File: config.mk
export PLATFORM = sky130hd
export DESIGN_NAME = sem_scan
export DESIGN_NICKNAME = d
export VERILOG_FILES = /design/src/sem_pkg.sv /design/src/sem_scan.sv
export SDC_FILE = /design/constraint.sdc
export NUM_CORES = 1
export LEC_CHECK = 0
export ABC_AREA = 1
export CAP_MARGIN = 15
export CORE_ASPECT_RATIO = 1.4
export CORE_MARGIN = 3
export CORE_UTILIZATION = 52
export DETAILED_ROUTE_END_ITERATION = 12
export DONT_BUFFER_PORTS = 1
export GPL_TIMING_DRIVEN = 0
export PLACE_DENSITY = 0.67
export SYNTH_ARGS = -nofsm -noshare
export SYNTH_HDL_FRONTEND = slang
export SYNTH_SLANG_ARGS = --single-unit
File: constraint.sdc
create_clock -name clk -period 2.6 [get_ports clk]
set_input_delay 0.52 -clock clk [delete_from_list [all_inputs] [get_ports clk]]
set_output_delay 0.52 -clock clk [all_outputs]
set_load 0.02 [all_outputs]
File: src/sem_pkg.sv
// Shared types and constants for the streaming Sobel edge magnitude block.
// Used by sem_scan, sem_win and sobel_edge_magnitude_stream; no dependencies.
package sem_pkg;

  localparam int unsigned MAX_WIDTH_DEF = 1024;

  localparam int unsigned PIX_W   = 8;
  localparam int unsigned ROW_W   = 12;
  localparam int unsigned COL_W   = 10;
  localparam int unsigned IMG_W_W = 11;
  localparam int unsigned IMG_H_W = 13;
  localparam int unsigned CFG_W   = 13;
  localparam int unsigned CFG_IDX_W = 1;

  localparam logic [IMG_W_W-1:0] IMG_W_RST = IMG_W_W'(640);
  localparam logic [IMG_H_W-1:0] IMG_H_RST = IMG_H_W'(480);
  localparam logic [IMG_H_W-1:0] IMG_H_MAX = IMG_H_W'(4096);
  localparam int unsigned        SIZE_MIN  = 3;
  localparam logic [PIX_W-1:0]   EDGE_MAX  = 8'd255;

  typedef enum logic [CFG_IDX_W-1:0] {
    REG_IMAGE_WIDTH  = 1'b0,
    REG_IMAGE_HEIGHT = 1'b1
  } cfg_reg_t;

  // Per-pixel control that travels down the pipeline.
  typedef struct packed {
    logic             emit;
    logic             last;
    logic [ROW_W-1:0] row;
    logic [COL_W-1:0] col;
  } pos_t;

endpackage

File: src/sem_scan.sv
// Frame scan: image size registers, column/row counters, per-pixel position.
// Depends on sem_pkg.
module sem_scan #(
  parameter int unsigned MAX_WIDTH = sem_pkg::MAX_WIDTH_DEF
) (
  input  logic                                clk,
  input  logic                                rst_n,
  input  logic                                cfg_we,
  input  logic [sem_pkg::CFG_IDX_W-1:0]       cfg_idx,
  input  logic [sem_pkg::CFG_W-1:0]           cfg_data,
  input  logic                                advance,
  output logic [$clog2(MAX_WIDTH)-1:0]        addr,
  output sem_pkg::pos_t                       pos
);

  localparam int unsigned CW  = $clog2(MAX_WIDTH);
  localparam int unsigned LW0 = $clog2(MAX_WIDTH + 1);
  localparam int unsigned LW  = (LW0 > sem_pkg::IMG_W_W) ? LW0 : sem_pkg::IMG_W_W;
  localparam int unsigned OW  = (CW > sem_pkg::COL_W) ? CW : sem_pkg::COL_W;
  localparam int unsigned HW  = sem_pkg::IMG_H_W;

  logic [sem_pkg::IMG_W_W-1:0] img_w_r;
  logic [HW-1:0]               img_h_r;
  logic [CW-1:0]               col_r, col_nxt;
  logic [sem_pkg::ROW_W-1:0]   row_r, row_nxt;

  logic [LW-1:0] w_raw, w_eff, col_inc;
  logic [HW-1:0] h_eff, row_inc;
  logic [OW-1:0] col_m1;
  logic          row_end, col_end;

  always_ff @(posedge clk) begin
    if (!rst_n) begin
      img_w_r <= sem_pkg::IMG_W_RST;
      img_h_r <= sem_pkg::IMG_H_RST;
    end else if (cfg_we) begin
      unique case (sem_pkg::cfg_reg_t'(cfg_idx))
        sem_pkg::REG_IMAGE_WIDTH:  img_w_r <= cfg_data[sem_pkg::IMG_W_W-1:0];
        sem_pkg::REG_IMAGE_HEIGHT: img_h_r <= cfg_data[HW-1:0];
        default: ;
      endcase
    end
  end

  always_comb begin
    w_raw = LW'(img_w_r);
    if (w_raw < LW'(sem_pkg::SIZE_MIN)) begin
      w_eff = LW'(sem_pkg::SIZE_MIN);
    end else if (w_raw > LW'(MAX_WIDTH)) begin
      w_eff = LW'(MAX_WIDTH);
    end else begin
      w_eff = w_raw;
    end

    if (img_h_r < HW'(sem_pkg::SIZE_MIN)) begin
      h_eff = HW'(sem_pkg::SIZE_MIN);
    end else if (img_h_r > sem_pkg::IMG_H_MAX) begin
      h_eff = sem_pkg::IMG_H_MAX;
    end else begin
      h_eff = img_h_r;
    end

    col_inc = LW'(col_r) + LW'(1);
    row_inc = HW'(row_r) + HW'(1);
    col_end = (col_inc >= w_eff);
    row_end = (row_inc >= h_eff);
    col_m1  = OW'(col_r) - OW'(1);

    pos.emit = (row_r >= sem_pkg::ROW_W'(2)) && (col_r >= CW'(2));
    pos.last = row_end && col_end;
    pos.row  = row_r - sem_pkg::ROW_W'(1);
    pos.col  = col_m1[sem_pkg::COL_W-1:0];

    if (col_end) begin
      col_nxt = '0;
      row_nxt = row_end ? '0 : row_inc[sem_pkg::ROW_W-1:0];
    end else begin
      col_nxt = col_inc[CW-1:0];
      row_nxt = row_r;
    end
  end

  always_ff @(posedge clk) begin
    if (!rst_n) begin
      col_r <= '0;
      row_r <= '0;
    end else if (advance) begin
      col_r <= col_nxt;
      row_r <= row_nxt;
    end
  end

  assign addr = col_r;

endmodule

==> out/metrics.yaml, run 1 <==
logic_synthesis:
  synth_flop_cell: "dfxtp_1"
  syn_area_per_cell_um2: 6.757
  synth_top_cell_by_area: "dfxtp_1"
  syn-num-nets: 555
  ys_seq_elements: 46
  yosysWarnings: 0
  yosysMostFrequentCell: "nand2_1"
  yosysTopAreaCellShare: 0.2688
  seq_area_frac_synth: 0.2688
  synth_edf_count: 0
  async_reset_ff_frac: 0
  syn_area_um2: 3426
  synth_common_cells: "nand2_1, inv_1, nor2_1, dfxtp_1, ha_1"
  synthCells: 507
  ys_types: 40
  synthTopCellsByArea: "dfxtp_1, nand2_1, ha_1"
drt:
  drt_iter0_drc: 133
  routed_wl_um: 9743
  drc: 0
  first_pass_iters: 6
  viasPerCell: 5.393
  ant_nets: 0
  wl_per_cell_um: 15.64
  via_count: 3360
clock_network:
  cts_root_buffer: "clkbuf_8"
  numCtsBuffers: 5
  cts.sinks: 46
  htreeDepth: 2
  cts_tree: "yes"
  clkTransAtPathRegs_ns: 0.09
  clk_latency_ns: 0.31
  clockBufferDepth: 2
critical_path:
  crit_family: "simple AND/OR/NAND/NOR gates"
  critPathBufInv: 3
  cp.depth: 15
  path_max_fanout: 5
  rr_startpoint: "addr[2]$_SDFFE_PN0P_"
  cp_slowest_stage_delay_ns: 0.40
  end_kind: "output port"
  path_cells: "buf_8 > nand3_4 > nor3_4 > nand2_2 > o21ai_2 > nand2_2 > ha_4 > nand2_4 > nor2_4 > nand3_2 > nand2_2 > inv_2 > nand2_4 > nand2_4 > inv_4"
  r2r-end: "row_r[8]$_SDFFE_PN0P_"
  rrSetupSlack_ns: -0.18
  slowest_stage: "dfxtp_4"
  r2r_cells: 20
  worstPathRequired_ns: 2.08
  crit_type: "reg -> out"
  crit_arrival_ns: 2.52
  start_kind: "flip-flop"
placed_design:
  gp_congestion: 0.8558
  hpwl_um: 6583
  io_buffers: 0
  dpl.cell_count: 579
power_and_ir_drop:
  total_power_uw: 1919
  p_per_area_nw_per_um2: 429.2
  clock_power_share: 0.242
  p_comb_frac: 0.339
  seq_power_share: 0.419
  p_switching_uw: 726.1
  ir_worst_vdd_mv: 0.3410
  p_sw_frac: 0.3783
  p_leak_uw: 0.002038
  internal_power_uw: 1193
timing:
  finalSetupViolCount: 22
  fin_tns_setup_ns: -3.092
  rsz0062_at_grt: "true"
  finClkSkew_ns: 0.01336
  clock.fmax_ghz: 0.3294
  max-slew-margin-rel: 0.5647
  period_needed_ns: 3.036
  hold_slack_ns: 0.3386
  finalHoldViolations: 0
  drv_slew: 0
  finalWorstSetupSlack_ns: -0.4358
  period_share: 1.168
  tightest_slew_ns: 0.6462
final_layout:
  final_util: 0.7103
  register_area_um2: 957.2
  n_antenna_cell: 0
  multi_input_comb_area_um2: 2683
  stdcell_count: 623
  final.fill_count: 523
  area_delta_synth_final_pct: 30.53
  drive_above_1_share: 0.3212
  final_net_count: 598
run_status:
  violations: "setup timing"
  outcome: "complete, but fails checks"
floorplan:
  start_util: 0.5441
  coreArea_um2: 6296
  io_pins: 52
  die-area_um2: 7612
  die_h_um: 102.0
  dieWidth_um: 74.60
  rows: 34
hold_path:
  holdPathStages: 2
  hp-start: "cfg_data[8]"
  holdPathEnd: "img_h_r[8]$_SDFFE_PN1P_"
  hp-class: "in -> reg"
global_route:
  grt_max_degree: 15
  grt_util_all_layers: 0.2443
  grt_pass1_wl_um: 14280
  grt.overflow.total: 0
  antenna_found_initial: 0
  grt_pass1_vias: 3135
job:
  drv_cap: 0
[worst reg2reg max path: cells and delay by family (launching register included)]
family	cells	cell delay (ns)
simple gates	13	1.33
buf+inv	5	0.49
flops	1	0.40
fa+ha+maj	1	0.28
compound gates	1	0.18
[worst max path at each step]
| stage | startpoint | to |
|---|---|---|
| after CTS | img_h_r[5]$_SDFFE_PN1P_ | pos[22] |
| after global placement | row_r[1]$_SDFFE_PN0P_ | pos[22] |
| after floorplan | addr[3]$_SDFFE_PN0P_ | pos[22] |
| after global routing | addr[2]$_SDFFE_PN0P_ | pos[22] |
| after detailed placement | row_r[1]$_SDFFE_PN0P_ | pos[22] |
| final | addr[2]$_SDFFE_PN0P_ | pos[22] |
[sequential cells by signal, summed over array words and instances (netlist names)]
name,flops
row_r,12
img_h_r,13
addr,10
img_w_r,11
[metal layers]
metal | part of all wire | vias to the layer above | wire, µm | track usage
met1 | 0.38 | 1569 | 3684 | 0.2657
met4 | 0.035 | 0 | 342 | 0.1068
met3 | 0.032 | 27 | 311 | 0.03839
met2 | 0.55 | 73 | 5405 | 0.4536
li1 | - | 1691 | - | -
met5 | 0 | - | 0 | 0
[final cells by class]
cell class,count,area share
Clock buffer,6,0.01847
Timing Repair Buffer,34,0.06295
Inverter,72,0.06603
Buffer,12,0.01567
Tap cell,72,0.02015
Clock inverter,2,0.002798
Multi-Input combinational cell,379,0.5999
Sequential cell,46,0.2140
[power groups by stage]
stage | clock (µW) | sequential, µW | combinational, µW
CTS | 473 | 803 | 521
floorplan | 0 | 804 | 382
finish | 464 | 805 | 651
global placement | 0 | 815 | 448
global route | 507 | 812 | 710
detailed placement | 0 | 816 | 457
[cell families after synthesis]
group | count (synthesis) | synth area share
adder cells (fa/ha/maj) | 30 | 0.1096
buffers and inverters | 84 | 0.09715
XOR/XNOR | 28 | 0.07159
flip-flops | 46 | 0.2688
AO/OA/AOI/OAI | 60 | 0.1048
AND/OR/NAND/NOR | 259 | 0.3481
[cell usage in the layout, fill, tap and decap left out, drive strengths merged]
master and n:
nor3b 1, nor4 4, buf 37, o211ai 3, nand4 10, nor2 72, clkbuf 15, clkinv 3
dfxtp 46, o21bai 1, nor3 9, inv 68, xor2 28, o41ai 1, ha 30, o31ai 2
nand2 142, o21ai 29, nand3 22, or2 1, a21oi 24, clkinvlp 3
[per-stage QoR]
step	worst slack (ns)	area (µm²)
finish	-0.4358	4472
detailed placement	-0.3853	3525
global placement	-0.3715	3525
floorplan	0.002409	3435
global route	-0.5335	4472
CTS	-0.3942	3930
[timing repair]
item | CTS | global route
endpoints found under the setup margin | 16 | 24
resized for setup | 49 | 82
hold buffers | 0 | 0
gates cloned | 2 | 0
buffers inserted | 14 | 20
pin swaps | 36 | 42
Note: power is estimated with default switching activity, not from simulation.
==> run 2: changes to the inputs <==
--- a/config.mk
+++ b/config.mk
@@ -15,4 +15,5 @@
 export GPL_TIMING_DRIVEN = 0
 export PLACE_DENSITY = 0.67
+export SLEW_MARGIN = 20
 export SYNTH_ARGS = -nofsm -noshare
 export SYNTH_HDL_FRONTEND = slang
==> constraint.sdc (replaced) <==
create_clock -name clk -period 2.6 [get_ports clk]
set_input_delay 0.26 -clock clk [delete_from_list [all_inputs] [get_ports clk]]
set_output_delay 0.26 -clock clk [all_outputs]
set_load 0.02 [all_outputs]
==> out/metrics.yaml, run 2 (synthesis gave the netlist of run 1 again) <==
floorplan:
  start_util: 0.5441
  die-area_um2: 7612
  io_pins: 52
  rows: 34
  die_h_um: 102.0
  dieWidth_um: 74.60
  coreArea_um2: 6296
global_route:
  grt_pass1_wl_um: 13720
  antenna_found_initial: 0
  grt_util_all_layers: 0.2286
  grt.overflow.total: 0
  grt_pass1_vias: 3133
  grt_max_degree: 15
drt:
  viasPerCell: 5.350
  ant_nets: 0
  drc: 0
  first_pass_iters: 4
  drt_iter0_drc: 140
  routed_wl_um: 8929
  via_count: 3285
  wl_per_cell_um: 14.54
placed_design:
  dpl.cell_count: 579
  io_buffers: 0
  gp_congestion: 0.8457
  hpwl_um: 6101
  dpl_cell_area_um2: 3516
timing:
  finalSetupViolCount: 7
  clock.fmax_ghz: 0.3697
  hold_slack_ns: 0.07192
  fin_tns_setup_ns: -0.2140
  finClkSkew_ns: 0.01577
  finalWorstSetupSlack_ns: -0.1050
  rsz0062_at_grt: "true"
  max-slew-margin-rel: 0.5764
  drv_slew: 0
  period_share: 1.040
  tightest_slew_ns: 0.6288
  finalHoldViolations: 0
  period_needed_ns: 2.705
critical_path:
  rr_startpoint: "img_w_r[5]$_SDFFE_PN0P_"
  crit_type: "reg -> out"
  cp-endpoint: "pos[22]"
  cp_slowest_stage_delay_ns: 0.39
  slowest_stage: "o41ai_4"
  start_kind: "flip-flop"
  r2r_cells: 15
  path_common_cell: "nand2_4"
  crit_start: "img_w_r[5]$_SDFFE_PN0P_"
  end_kind: "output port"
  worstPathRequired_ns: 2.34
  rrSetupSlack_ns: -0.05
  path_max_fanout: 4
  path_cells: "or2_4 > o41ai_4 > buf_4 > nand2_4 > ha_4 > nand2_4 > nor2_1 > nand3_2 > nand2_2 > inv_2 > nand2_4 > nand2_4 > inv_4"
  crit_arrival_ns: 2.44
  r2r-end: "row_r[3]$_SDFFE_PN0P_"
hold_path:
  hp-start: "cfg_data[5]"
  holdPathStages: 2
  hp-class: "in -> reg"
final_layout:
  stdcell_count: 614
  final_net_count: 589
  n_antenna_cell: 0
  area_delta_synth_final_pct: 27.43
  top_regs: "img_h_r (13), row_r (12), img_w_r (11)"
  layout_commonest_cell: "nand2_1"
  final.fill_count: 523
  largest_reg_flops: 13
  top_register: "img_h_r"
  final_cell_mix: "nand2_1, inv_1, nor2_1"
  design_area_um2: 4365
  drive_above_1_share: 0.3118
power_and_ir_drop:
  total_power_uw: 2090
  ir_worst_vdd_mv: 0.3222
  p_per_area_nw_per_um2: 478.8
  p_leak_uw: 0.001990
clock_network:
  clkTransAtPathRegs_ns: 0.09
  cts_tree: "yes"
  numCtsBuffers: 5
  clockBufferDepth: 2
  cts.sinks: 46
  htreeDepth: 2
  clk_latency_ns: 0.31
  cts-hold-fix-buffers: 0
  cts_root_buffer: "clkbuf_8"
run_status:
  outcome: "complete, but fails checks"
  violations: "setup timing"
job:
  drv_cap: 0
==> run 2: cell types whose count changed in the layout (fill, tap and decap cells not counted), moves of 3 or more <==
cell / delta
a21oi_1: -3
a21oi_2: +3
buf_4: -6
clkinvlp_4: -3
dfxtp_1: -4
dfxtp_2: +6
ha_1: -3
ha_4: +3
nor2_4: -4
xor2_1: +6
xor2_2: -4
==> run 2: power by group <==
part	switching (µW)	leakage [µW]	internal [µW]	total (µW)
clock network	253	0.0000714	410	663
registers	60.2	0.000384	744	804
logic	392	0.00153	230	623
total	706	0.00199	1380	2090
==> run 2: worst min path at each step <==
| stage | slack, ns | to |
|---|---|---|
| after floorplan | 0.37 | img_h_r[5]$_SDFFE_PN1P_ |
| after global routing | 0.07 | img_h_r[7]$_SDFFE_PN1P_ |
| after detailed placement | 0.38 | img_h_r[7]$_SDFFE_PN1P_ |
| after CTS | 0.07 | img_h_r[7]$_SDFFE_PN1P_ |
| final | 0.07 | img_h_r[5]$_SDFFE_PN1P_ |
| after global placement | 0.38 | img_h_r[5]$_SDFFE_PN1P_ |
==> run 2: area by class of cell <==
class                      instances  area (µm²)  area share
tap                               72       90.09     0.02064
clock inverter                     2       60.06     0.01376
sequential                        46       957.2      0.2193
buffer                            12       66.31     0.01519
clock buffer                       6       82.58     0.01892
multi-input combinational        379        2621      0.6005
timing repair buffer              25       200.2     0.04586
inverter                          72       287.8     0.06592
==> run 2: timing repair <==
item | 4_1_cts | 5_1_grt
gates cloned | 2 | 1
gates resized for setup | 52 | 74
endpoints found under the setup margin | 23 | 23
pin swaps | 24 | 29
buffers inserted | 16 | 9
==> run 2: stage by stage <==
stage / utilization / setup WS (ns)
2_1_floorplan: - / 0.06752
3_3_place_gp: 0.5584 / -0.2335
3_5_place_dp: 0.5584 / -0.2835
4_1_cts: 0.6290 / -0.1277
5_1_grt: 0.6934 / -0.2810
6_report: 0.6934 / -0.1050
==> run 2: critical path: cells and delay by family (launching register included) <==
family | cells | cell delay [ns]
AOI/OAI and AO/OA | 1 | 0.39
adders and majority gates | 1 | 0.28
buffers and inverters | 3 | 0.32
DFF | 1 | 0.34
and+or+nand+nor | 8 | 0.81
==> run 2: layer usage <==
layer	up-vias	routed length [µm]	GRT usage	part of all wire
li1	1673	-	-	-
met1	1510	3756	0.2690	0.42
met2	82	4553	0.4035	0.51
met3	20	414	0.04331	0.046
met4	0	206	0.08630	0.023
met5	-	0	0	0
