==> config.mk <==
export PLATFORM = sky130hd
export DESIGN_NAME = sem_win
export DESIGN_NICKNAME = d
export VERILOG_FILES = /design/src/sem_pkg.sv /design/src/sem_win.sv
export SDC_FILE = /design/constraint.sdc
export NUM_CORES = 1
export LEC_CHECK = 0
export BUFFER_PORTS_ARGS = -buffer_cell sky130_fd_sc_hd__buf_2
export CAP_MARGIN = 20
export CORE_ASPECT_RATIO = 0.9
export CORE_MARGIN = 2
export CORE_UTILIZATION = 45
export DETAILED_ROUTE_END_ITERATION = 8
export PLACE_DENSITY = 0.65
export SYNTH_ARGS = -nofsm -noshare
export SYNTH_HDL_FRONTEND = slang
export SYNTH_SLANG_ARGS = --single-unit
==> constraint.sdc <==
create_clock -name clk -period 8.12 [get_ports clk]
set_input_delay 0.406 -clock clk [delete_from_list [all_inputs] [get_ports clk]]
set_output_delay 0.406 -clock clk [all_outputs]
set_load 0.01 [all_outputs]
==> src/sem_pkg.sv <==
// Shared types and constants for the streaming Sobel edge magnitude block.
// Used by sem_scan, sem_win and sobel_edge_magnitude_stream; no dependencies.
package sem_pkg;

  localparam int unsigned MAX_WIDTH_DEF = 1024;

  localparam int unsigned PIX_W   = 8;
  localparam int unsigned ROW_W   = 12;
  localparam int unsigned COL_W   = 10;
  localparam int unsigned IMG_W_W = 11;
  localparam int unsigned IMG_H_W = 13;
  localparam int unsigned CFG_W   = 13;
  localparam int unsigned CFG_IDX_W = 1;

  localparam logic [IMG_W_W-1:0] IMG_W_RST = IMG_W_W'(640);
  localparam logic [IMG_H_W-1:0] IMG_H_RST = IMG_H_W'(480);
  localparam logic [IMG_H_W-1:0] IMG_H_MAX = IMG_H_W'(4096);
  localparam int unsigned        SIZE_MIN  = 3;
  localparam logic [PIX_W-1:0]   EDGE_MAX  = 8'd255;

  typedef enum logic [CFG_IDX_W-1:0] {
    REG_IMAGE_WIDTH  = 1'b0,
    REG_IMAGE_HEIGHT = 1'b1
  } cfg_reg_t;

  // Per-pixel control that travels down the pipeline.
  typedef struct packed {
    logic             emit;
    logic             last;
    logic [ROW_W-1:0] row;
    logic [COL_W-1:0] col;
  } pos_t;

endpackage

==> src/sem_win.sv <==
// Window pipeline: line store write-back, 3x3 window, Sobel gradients,
// L1 magnitude with clamp and the output register. Depends on sem_pkg.
module sem_win #(
  parameter int unsigned MAX_WIDTH = sem_pkg::MAX_WIDTH_DEF
) (
  input  logic                              clk,
  input  logic                              rst_n,
  input  logic                              in_fire,
  input  logic [sem_pkg::PIX_W-1:0]         in_pixel,
  input  logic [$clog2(MAX_WIDTH)-1:0]      in_addr,
  input  sem_pkg::pos_t                     in_pos,
  output logic                              in_ready,
  input  logic [2*sem_pkg::PIX_W-1:0]       ls_rdata,
  output logic                              ls_we,
  output logic [$clog2(MAX_WIDTH)-1:0]      ls_waddr,
  output logic [2*sem_pkg::PIX_W-1:0]       ls_wdata,
  output logic                              out_valid,
  input  logic                              out_stall,
  output logic [sem_pkg::PIX_W-1:0]         out_edge_res,
  output sem_pkg::pos_t                     out_pos
);

  localparam int unsigned CW = $clog2(MAX_WIDTH);
  localparam int unsigned PW = sem_pkg::PIX_W;
  localparam int unsigned GW = PW + 3;

  // stage 1: line store data arrives
  logic                s1_valid_r;
  logic [PW-1:0]       s1_px_r;
  logic [CW-1:0]       s1_addr_r;
  sem_pkg::pos_t       s1_pos_r;
  // stage 2: gradients
  logic                s2_valid_r;
  logic signed [GW-1:0] s2_gx_r, s2_gy_r;
  sem_pkg::pos_t       s2_pos_r;
  // output register
  logic                out_valid_r;
  logic [PW-1:0]       out_edge_r;
  sem_pkg::pos_t       out_pos_r;

  logic [PW-1:0] win_r   [9];
  logic [PW-1:0] win_nxt [9];

  logic [PW-1:0] ls_a, ls_b;
  logic          out_ready, s2_go, s2_ready, s1_go;
  logic [GW-2:0] gx_p, gx_n, gy_p, gy_n;
  logic signed [GW-1:0] gx, gy;
  logic [GW-2:0] abs_x, abs_y;
  logic [GW-1:0] mag;
  logic [PW-1:0] edge_nxt;

  assign out_ready = !out_valid_r || !out_stall;
  assign s2_go     = s2_valid_r && (!s2_pos_r.emit || out_ready);
  assign s2_ready  = !s2_valid_r || s2_go;
  assign s1_go     = s1_valid_r && s2_ready;
  assign in_ready  = !s1_valid_r || s1_go;

  assign ls_a     = ls_rdata[2*PW-1:PW];
  assign ls_b     = ls_rdata[PW-1:0];
  assign ls_we    = s1_go;
  assign ls_waddr = s1_addr_r;
  assign ls_wdata = {s1_px_r, ls_a};

  // win[row*3+col]: row 0 oldest line, col 2 newest column
  always_comb begin
    for (int k = 0; k < 3; k++) begin
      win_nxt[k*3+0] = win_r[k*3+1];
      win_nxt[k*3+1] = win_r[k*3+2];
    end
    win_nxt[2] = ls_b;
    win_nxt[5] = ls_a;
    win_nxt[8] = s1_px_r;

    gx_p = (GW-1)'(win_nxt[0]) + {(GW-2)'(win_nxt[3]), 1'b0} + (GW-1)'(win_nxt[6]);
    gx_n = (GW-1)'(win_nxt[2]) + {(GW-2)'(win_nxt[5]), 1'b0} + (GW-1)'(win_nxt[8]);
    gy_p = (GW-1)'(win_nxt[0]) + {(GW-2)'(win_nxt[1]), 1'b0} + (GW-1)'(win_nxt[2]);
    gy_n = (GW-1)'(win_nxt[6]) + {(GW-2)'(win_nxt[7]), 1'b0} + (GW-1)'(win_nxt[8]);
    gx   = $signed({1'b0, gx_p}) - $signed({1'b0, gx_n});
    gy   = $signed({1'b0, gy_p}) - $signed({1'b0, gy_n});
  end

  always_comb begin
    abs_x = s2_gx_r[GW-1] ? (GW-1)'(-s2_gx_r) : s2_gx_r[GW-2:0];
    abs_y = s2_gy_r[GW-1] ? (GW-1)'(-s2_gy_r) : s2_gy_r[GW-2:0];
    mag   = GW'(abs_x) + GW'(abs_y);
    edge_nxt = (mag > GW'(sem_pkg::EDGE_MAX)) ? sem_pkg::EDGE_MAX : mag[PW-1:0];
  end

  always_ff @(posedge clk) begin
    if (!rst_n) begin
      s1_valid_r  <= 1'b0;
      s2_valid_r  <= 1'b0;
      out_valid_r <= 1'b0;
      for (int k = 0; k < 9; k++) begin
        win_r[k] <= '0;
      end
    end else begin
      if (in_fire) begin
        s1_valid_r <= 1'b1;
      end else if (s1_go) begin
        s1_valid_r <= 1'b0;
      end
      if (s1_go) begin
        s2_valid_r <= 1'b1;
        for (int k = 0; k < 9; k++) begin
          win_r[k] <= win_nxt[k];
        end
      end else if (s2_go) begin
        s2_valid_r <= 1'b0;
      end
      if (s2_go && s2_pos_r.emit) begin
        out_valid_r <= 1'b1;
      end else if (!out_stall) begin
        out_valid_r <= 1'b0;
      end
    end
  end

  always_ff @(posedge clk) begin
    if (in_fire) begin
      s1_px_r   <= in_pixel;
      s1_addr_r <= in_addr;
      s1_pos_r  <= in_pos;
    end
    if (s1_go) begin
      s2_gx_r  <= gx;
      s2_gy_r  <= gy;
      s2_pos_r <= s1_pos_r;
    end
    if (s2_go && s2_pos_r.emit) begin
      out_edge_r <= edge_nxt;
      out_pos_r  <= s2_pos_r;
    end
  end

  assign out_valid    = out_valid_r;
  assign out_edge_res = out_edge_r;
  assign out_pos      = out_pos_r;

endmodule

==> results of run 1 <==
[flip-flops by register name, indices dropped and copies added (netlist names)]
register and count:
s2_gx_r 11, s1_pos_r 24, out_pos 24, s1_valid_r 1, s2_pos_r 24, win_r 48, out_valid 1, s1_px_r 8
ls_waddr 10, s2_gy_r 11, out_edge_res 8, s2_valid_r 1
[placed cells by master (no fill, tap or decap), types with 2 or more instances in the layout]
cell type    n
a211oi_1     7
a21o_1       5
a21oi_1     12
a31oi_1      3
and2_1      48
and3_1       2
buf_2      122
buf_4        3
clkbuf_16   17
clkinv_4     2
clkinv_8     5
dfxtp_1      3
edfxtp_1   168
fa_1        63
ha_1        36
inv_1      109
inv_6        3
inv_8        4
nand2_1     21
nand2b_1    11
nand3_1      4
nor2_1       9
nor2b_1      2
o211ai_1     3
o21a_1       7
o21ai_0     12
o21ai_2      2
o21bai_1     3
o31ai_1      7
or3_1        5
xnor2_1     31
xor2_1       3
[where the power goes]
group / internal (W) / switching, W
Combinational: 0.000556 / 0.000654
Clock: 0.000421 / 0.000394
Sequential: 0.00113 / 0.0000584
[worst max path at each step]
| stage | start | endpoint |
|---|---|---|
| 2_1_floorplan | ls_rdata[2] | s2_gx_r[8] |
| 3_3_place_gp | ls_rdata[2] | s2_gx_r[8] |
| 3_5_place_dp | ls_rdata[2] | s2_gx_r[8] |
| 4_1_cts | s1_px_r[2] | s2_gy_r[8] |
| 5_1_grt | s1_px_r[2] | s2_gy_r[8] |
| 6_report | s1_px_r[2] | s2_gy_r[8] |
[metrics by stage]
step           worst slack (ns)  hold WS [ns]  util [%]
6_report                  4.271        0.1482     53.35
5_1_grt                   4.073        0.1155     53.35
4_1_cts                   4.214        0.1208     53.25
3_5_place_dp              4.162        0.4045     50.05
3_3_place_gp              4.207        0.4004     50.05
2_1_floorplan             4.493        0.4003         -
[logic make-up (layout without fill, tap and decap cells)]
group	count (synthesis)	in the layout
compound gates	67	67
fa+ha+maj	99	99
buf+inv	132	267
flops	171	171
simple gates	110	110
xor+xnor	34	34
[routing by layer]
| metal | global-route usage, % | share of wire [%] | up-vias |
|---|---|---|---|
| met2 | 25.08 | 51 | 77 |
| met5 | 0 | 0 | - |
| met3 | 4.195 | 3.3 | 8 |
| li1 | - | - | 2290 |
| met1 | 19.00 | 45 | 2304 |
| met4 | 4.102 | 0.80 | 0 |
[critical path: cells and delay by family (launching register included)]
family                   cells  cell delay (ns)
buffers and inverters        3             0.21
adder cells (fa/ha/maj)      4             1.95
flip-flops                   1             0.37
AO/OA/AOI/OAI                3             0.66
XOR/XNOR                     1             0.09
AND/OR/NAND/NOR              1             0.33
[layout make-up]
class	instances	area (µm²)	area share [%]
clock buffers	17	425.4	4.175
clock inverters	15	186.4	1.830
inverters	109	409.1	4.015
multi-input cells	310	3098	30.40
flip-flops and latches	171	5105	50.10
well taps	250	312.8	3.070
repair buffers	126	653.1	6.410
==> results.json, run 1 <==
{
  "r2r-start": "s1_px_r[2]",
  "synthSimpleGateAreaFrac_pct": 7.041,
  "drtAntennaViolNets": 0,
  "final_cells": 998,
  "start_util_pct": 45.78,
  "fin_skew_ns": 0.008834,
  "min_path_cells": 1,
  "maxSlewViolCount": 0,
  "drt-initial-drc-count": 178,
  "timing.rr.end": "s2_gy_r[8]",
  "num_antenna_cells": 0,
  "io_pins": 123,
  "synth_enable_flop_cells": 168,
  "grt_pass1_vias": 5051,
  "cp_max_fo": 3,
  "seq_area_frac_synth_pct": 58.39,
  "dpl.cell_count": 965,
  "drive_above_1_share_pct": 22.06,
  "via_count": 4679,
  "crit_arrival_ns": 4.02,
  "max_slew.worst_pin.slew_ns": 0.9966,
  "synth-xor-area-share_pct": 3.406,
  "power_density_nw_per_um2": 314.9,
  "peakVddDrop_mv": 0.1977,
  "syn_to_final_growth_pct": 16.54,
  "synth_fp_nets": 774,
  "synthAdderAreaFrac_pct": 19.58,
  "nets": 896,
  "via_per_inst": 4.688,
  "yosys_register_bits": 171,
  "reg2reg_depth": 12,
  "worstPathCellList": "inv_1 > fa_1 > inv_1 > fa_1 > fa_1 > inv_1 > ha_1 > a211oi_1 > o21bai_1 > or3_1 > a31oi_1 > xnor2_1",
  "syn_area_per_cell_um2": 14.26,
  "hold_class": "in2reg",
  "ys_async_sr_fraction_pct": 0,
  "synth.area.mux_share_pct": 0,
  "power_leakage_nw": 4.265,
  "die_h_um": 136.2,
  "grt_pass1_wl_um": 23540,
  "max_stage_delay_ns": 0.60,
  "grt_setup_unrepaired": "no",
  "synth_top_area_share_pct": 57.70,
  "gr-total-overflow": 0,
  "dp_hpwl_um": 10510,
  "port_buffers": 122,
  "coreArea_um2": 19100,
  "cts_hold_buf": 0,
  "regToRegSetupSlack_ns": 4.27,
  "path_clk_slew_ns": 0.08,
  "synth_cell_types": 38,
  "slowest_stage": "fa_1",
  "yosys.area.top_type": "edfxtp_1",
  "fin_crit_sh_pct": 47.41,
  "dieArea_um2": 20560,
  "design_area_um2": 10190,
  "syn_inst": 613,
  "synth.cell_area_um2": 8743,
  "layout_min_cycle_time_ns": 3.849,
  "synth_top_family_by_area": "adder cells",
  "cts_buffers": 17,
  "cts_tree": "done",
  "ys_warn_count": 0,
  "power_w": 0.003209,
  "timing.fmax_mhz": 259.8,
  "fp-row-count": 48,
  "cts_sinks": 171,
  "drt-total-wl_um": 14170,
  "endpoint_kind": "register",
  "synth_most_common_cell": "edfxtp_1",
  "whs_endpoint": "s1_pos_r[16]",
  "clockBufferDepth": 2,
  "place_area_um2": 9558,
  "cts_root_buf": "clkbuf_16",
  "synthTopCellsByArea": "edfxtp_1 58%, fa_1 14%, ha_1 5.2%",
  "cts_setup_buffers": 0,
  "clk_latency_ns": 0.42,
  "maxCapViolCount": 0,
  "cts.repair.resized": 0,
  "status": "completed",
  "die_w_um": 150.9,
  "crit_type": "reg2reg",
  "grt_usage_pct": 14.89,
  "yosys-top-cells-count": "168 x edfxtp_1, 109 x inv_1, 63 x fa_1",
  "wl_per_cell_um": 14.20,
  "hold_violations": 0,
  "finalSetupViolations": 0,
  "fillers": 1637,
  "htreeDepth": 4,
  "crit_path_start_kind": "register",
  "synth_compound_area_share_pct": 5.238,
  "globalplace.congestion": 0.8070,
  "firstDrtPassIters": 4,
  "critPathRequiredTime_ns": 8.29,
  "synthFlopType": "edfxtp_1",
  "antenna_found_initial": 0,
  "maxSlewHeadroom_pct": 33.41,
  "grt_start_max_net_pins": 49,
  "hp-start": "in_pos[16]",
  "fin_tns_setup_ns": 0,
  "drcViolationCount": 0
}
No activity file was read; power rests on OpenSTA's default activity.
==> inputs of run 2 (changes only) <==
ABC_AREA = 1   (was unset)
PLACE_DENSITY = unset   (was 0.65)
clock period = 3.72 ns   (was 8.12 ns; I/O delays follow)
==> run 2 against run 1 <==
  * Total power grew 140%
  * Combinational power grew to 2.7 times the previous value
  * Core utilization grew 2.7 points
  * Sequential cell count is the same
  * Via count grew 15%
  * Critical path depth is the same
  * Critical path type unchanged
==> results.json, run 2 <==
{
  "status": "completed",
  "crit_path_start_kind": "register",
  "yosys.area.top_type": "edfxtp_1",
  "synth_fp_nets": 877,
  "top_register": "win_r",
  "final_cells": 1143,
  "hold_class": "in2reg",
  "drt-initial-drc-count": 358,
  "seq_area_frac_synth_pct": 57.26,
  "synth_cell_types": 33,
  "drcViolationCount": 0,
  "drtAntennaViolNets": 0,
  "yosys-top-cells-count": "168 x edfxtp_1, 159 x inv_1, 75 x nand2_1",
  "cts_tree": "done",
  "hp-start": "rst_n",
  "regToRegSetupSlack_ns": 0.22,
  "crit_type": "reg2reg",
  "crit_start": "s1_px_r[3]",
  "maxCapViolCount": 0,
  "cp_max_fo": 5,
  "nets": 1041,
  "endpoint_kind": "register",
  "antenna_found_initial": 0,
  "ys_async_sr_fraction_pct": 0,
  "fp-row-count": 48,
  "synth_most_common_cell": "edfxtp_1",
  "firstDrtPassIters": 5,
  "synth_enable_flop_cells": 168,
  "fin_tns_setup_ns": 0,
  "maxSlewViolCount": 0,
  "via_count": 5387,
  "crit_buf_inv": 3,
  "whs_endpoint": "s1_valid_r",
  "grt_setup_unrepaired": "no",
  "timing.rr.end": "s2_gy_r[8]",
  "grt_pass1_vias": 5528,
  "yosys_register_bits": 171,
  "dpl.cell_count": 1068,
  "crit_arrival_ns": 3.67,
  "largest_reg_flops": 48,
  "grt_usage_pct": 16.17,
  "fin_crit_sh_pct": 94.03,
  "via_per_inst": 4.713,
  "drt-total-wl_um": 16010,
  "layout_common_cells": "168 x edfxtp_1, 159 x inv_1, 122 x buf_2, 75 x nand2_1, 67 x nor2_1",
  "grt_start_max_net_pins": 49,
  "synthFlopType": "edfxtp_1",
  "drive_above_1_share_pct": 19.37,
  "dp_hpwl_um": 11650,
  "fin_skew_ns": 0.01786,
  "ys_warn_count": 0,
  "path_clk_slew_ns": 0.08,
  "worstPathCellList": "inv_1 > fa_1 > inv_1 > fa_1 > fa_1 > inv_1 > ha_1 > a21oi_2 > nand2_1 > nand2_1 > o211ai_1 > xor2_1",
  "r2r-start": "s1_px_r[3]",
  "critPathRequiredTime_ns": 3.89,
  "clockBufferDepth": 2,
  "maxSlewHeadroom_pct": 31.33,
  "cts_buffers": 17,
  "htreeDepth": 4,
  "syn_to_final_growth_pct": 21.19,
  "synthTopCellsByArea": "edfxtp_1 57%, fa_1 14%, inv_1 6.7%",
  "timing.fmax_mhz": 285.9,
  "hold_violations": 0,
  "clk_latency_ns": 0.44,
  "start_util_pct": 46.25,
  "wl_per_cell_um": 14.00,
  "die_w_um": 152.4,
  "cts_root_buf": "clkbuf_16",
  "synth.cell_area_um2": 8916,
  "slowest_stage": "fa_1",
  "die_h_um": 137.5,
  "cts_sinks": 171,
  "power_density_nw_per_um2": 714.2,
  "cts_setup_buffers": 0,
  "final_common_cell": "edfxtp_1",
  "synth_top_area_share_pct": 56.58,
  "peakVddDrop_mv": 0.3961,
  "coreArea_um2": 19280,
  "layout_min_cycle_time_ns": 3.498,
  "syn_inst": 716,
  "dieArea_um2": 20960,
  "gr-total-overflow": 0,
  "critPathTopFamily": "adder cells",
  "grt_pass1_wl_um": 26440,
  "reg2reg_depth": 12,
  "power_leakage_nw": 4.769,
  "port_buffers": 122,
  "globalplace.congestion": 0.8636,
  "num_antenna_cells": 0,
  "finalSetupViolations": 0,
  "max_stage_delay_ns": 0.56,
  "io_pins": 123,
  "max_slew.worst_pin.slew_ns": 1.028,
  "syn_area_per_cell_um2": 12.45,
  "min_path_cells": 3
}
-- run 2: what timing repair did --
action,in CTS,in global routing
endpoints found under the hold margin,42,0
gates resized for setup,0,1
hold buffers,42,0
endpoints found under the setup margin,0,2
-- run 2: logic make-up after synthesis --
kind of cell	count (synthesis)	synth area share (%)
DFF	171	57.26
adders and majority gates	99	19.20
AOI/OAI and AO/OA	41	2.652
buffers and inverters	182	8.504
xor gates and xnor gates	31	3.045
and+or+nand+nor	192	9.346
-- run 2: power by group --
part / total (W) / switching (W) / internal [W] / leakage [nW]
sequential: 0.00260 / 0.000113 / 0.00249 / 1.68
clock: 0.00183 / 0.000906 / 0.000928 / 0.299
combinational: 0.00328 / 0.00199 / 0.00129 / 2.80
-- run 2: metrics by stage --
stage | worst slack [ns] | util [%] | instance area (µm²) | hold slack, ns | total power (W)
detailed placement | 0.2157 | 50.46 | 9728 | 0.3641 | 0.005877
global placement | 0.2670 | 50.46 | 9728 | 0.3622 | 0.005834
global route | 0.04532 | 56.05 | 10810 | 0.06859 | 0.008347
finish | 0.2220 | 56.05 | 10810 | 0.07205 | 0.007717
floorplan | 0.4727 | - | 8916 | 0.2849 | 0.005153
CTS | 0.1951 | 55.93 | 10780 | 0.05867 | 0.007779
-- run 2: worst max-delay path by stage --
stage	cells after the start	slack [ns]	to
final	12	0.22	s2_gy_r[8]
after global routing	14	0.05	s2_gy_r[10]
after CTS	12	0.20	s2_gy_r[8]
after detailed placement	12	0.22	s2_gy_r[8]
after global placement	12	0.27	s2_gy_r[8]
after floorplan	10	0.47	s2_gy_r[9]
-- run 2: layout make-up --
type	instances	area, µm²
timing repair buffer	168	1074
tap	250	312.8
sequential	171	5105
multi-input combinational	363	3084
inverter	159	596.8
clock inverter	15	207.7
fill	1610	8473
clock buffer	17	425.4
-- run 2: per-layer routing --
layer / part of all wire (%) / GRT usage [%]
met5: 0 / 0
met4: 0.86 / 4.984
met3: 4.4 / 3.869
met2: 50 / 27.43
met1: 45 / 20.92
-- run 2: worst register-to-register path: stages (launching register included) --
cell and delay (ns):
edfxtp_1 0.36, inv_1 0.10, fa_1 0.56, inv_1 0.06, fa_1 0.50, fa_1 0.55
inv_1 0.05, ha_1 0.37, a21oi_2 0.18, nand2_1 0.10, nand2_1 0.07, o211ai_1 0.15
xor2_1 0.19
==> inputs of run 3 (changes only) <==
CORE_ASPECT_RATIO = 0.75   (was 0.9)
CORE_MARGIN = unset   (was 2)
==> run 3 against run 2 <==
  * Register-to-register slack worse by 0.02 ns
  * Via count fell by 1.2%
  * Sequential cell count unchanged
  * Clock skew decreased by 0.0021 ns
  * Die area down 2.7%
  * Cell count rose by 0.26%
  * Hold slack got worse by 0.0085 ns
  * Sequential power about the same
  * Count of clock-buffer cells in the layout unchanged
  * First-iteration DRC count grew 0.56%
  * Core utilization fell by 0.20 points
==> results.json, run 3 (synthesized netlist as in run 2, its figures left out) <==
{
  "status": "completed",
  "coreArea_um2": 19380,
  "worstPathCellList": "inv_1 > fa_1 > inv_1 > fa_1 > fa_1 > inv_1 > ha_1 > a21oi_1 > nand2_1 > nand2_1 > o211ai_1 > xor2_1",
  "fin_ws_ns": 0.2033,
  "max_slew.worst_pin.slew_ns": 1.061,
  "htreeDepth": 4,
  "die_h_um": 123.9,
  "m1WireLength_um": 7534,
  "place_ws_ns": 0.2343,
  "hold_violations": 0,
  "cts_root_buf": "clkbuf_16",
  "maxSlewHeadroom_pct": 29.10,
  "globalplace.congestion": 0.8643,
  "path_clk_slew_ns": 0.08,
  "top_register": "win_r",
  "drive_above_1_share_pct": 19.26,
  "finish.utilization_pct": 55.85,
  "power_leakage_nw": 4.779,
  "pwr-share-comb_pct": 42.4,
  "finalSetupViolations": 0,
  "hold_class": "in2reg",
  "critPathTopFamily": "adder cells",
  "slowest_stage": "fa_1",
  "fin_skew_ns": 0.01578,
  "crit_buf_inv": 3,
  "multi_input_area_um2": 3080,
  "p_sw_share_pct": 39.08,
  "via_per_inst": 4.642,
  "grt_setup_unrepaired": "no",
  "final_common_cell": "edfxtp_1",
  "power_density_nw_per_um2": 716.8,
  "num_antenna_cells": 0,
  "power_w": 0.007758,
  "gr-total-overflow": 0,
  "fin_tns_setup_ns": 0,
  "area.sequential_um2": 5105,
  "fp-row-count": 44,
  "nets": 1041,
  "port_buffers": 122,
  "firstDrtPassIters": 5,
  "fin_crit_sh_pct": 94.53,
  "dr.max_layer_used": "met4",
  "cts_hold_buf": 42,
  "wl_met3_um": 683,
  "power.internal_w": 0.004726,
  "cts_sinks": 171,
  "maxCapViolCount": 0,
  "layout_common_cells": "168 x edfxtp_1, 159 x inv_1, 122 x buf_2, 75 x nand2_1, 67 x nor2_1",
  "cts_tree": "done",
  "die_w_um": 164.5,
  "endpoint_kind": "register",
  "design_area_um2": 10820,
  "cts_buffers": 17,
  "dp_hpwl_um": 11470,
  "grt_pass1_wl_um": 26120,
  "largest_reg_flops": 48,
  "fillers": 1658,
  "max_stage_delay_ns": 0.55,
  "cp_max_fo": 5,
  "drcViolationCount": 0,
  "antenna_found_initial": 0,
  "io_pins": 123,
  "dieArea_um2": 20390,
  "start_util_pct": 46.01,
  "place_area_um2": 9732,
  "maxSlewViolCount": 0,
  "syn_to_final_growth_pct": 21.39,
  "cts.repair.resized": 0,
  "crit_path_start_kind": "register",
  "p_seq_share_pct": 33.6,
  "clk_latency_ns": 0.44,
  "grt_start_max_net_pins": 49,
  "wl_met2_um": 7577,
  "p_clk_share_pct": 24.1,
  "cts_setup_buffers": 0,
  "clockBufferDepth": 2,
  "grt_pass1_vias": 5482,
  "timing.fmax_mhz": 284.4,
  "drt-total-wl_um": 15940,
  "peakVddDrop_mv": 0.3698,
  "via_count": 5320,
  "layout_min_cycle_time_ns": 3.517,
  "drt-initial-drc-count": 360,
  "drtAntennaViolNets": 0,
  "crit_arrival_ns": 3.68,
  "grt_usage_pct": 16.93,
  "switching_power_w": 0.003032,
  "critPathRequiredTime_ns": 3.88,
  "crit_type": "reg2reg",
  "wl_per_cell_um": 13.91
}
-- run 3: final timing paths --
path / start / end / slack, ns / depth (start not counted)
hold / removal: rst_n / out_valid / 0.06 / 3
hold reg to reg: s2_pos_r[10] / out_pos[10] / 0.42 / 0
setup reg to reg: s1_px_r[3] / s2_gy_r[8] / 0.20 / 12
setup / recovery: s1_px_r[3] / s2_gy_r[8] / 0.20 / 12
-- run 3: cell type report --
type,count,area share (%)
sequential,171,47.17
multi-input combinational,363,28.46
timing repair buffer,168,9.919
inverter,159,5.514
clock buffer,17,3.931
tap,253,2.925
clock inverter,15,2.081
-- run 3: layer usage --
layer / vias up / GRT usage, %
met1: 2564 / 23.13
met4: 0 / 6.021
met2: 127 / 27.23
li1: 2616 / -
met5: - / 0
met3: 13 / 3.230
-- run 3: through the flow --
step,cells,hold slack [ns]
final,1146,0.06355
after floorplan,716,0.2849
after global routing,1146,0.05920
after detailed placement,1071,0.3641
after global placement,1071,0.3621
after CTS,1145,0.05039
-- run 3: power by group through the flow --
stage	logic [W]	clock network, W	registers (W)
5_1_grt	0.00380	0.00197	0.00263
6_report	0.00329	0.00187	0.00260
3_5_place_dp	0.00324	0	0.00264
2_1_floorplan	0.00254	0	0.00262
3_3_place_gp	0.00319	0	0.00264
4_1_cts	0.00330	0.00191	0.00260
-- run 3: worst min-delay path, cell delays in order --
cell	delay, ns
buf_2	0.13
inv_1	0.09
a21oi_1	0.05
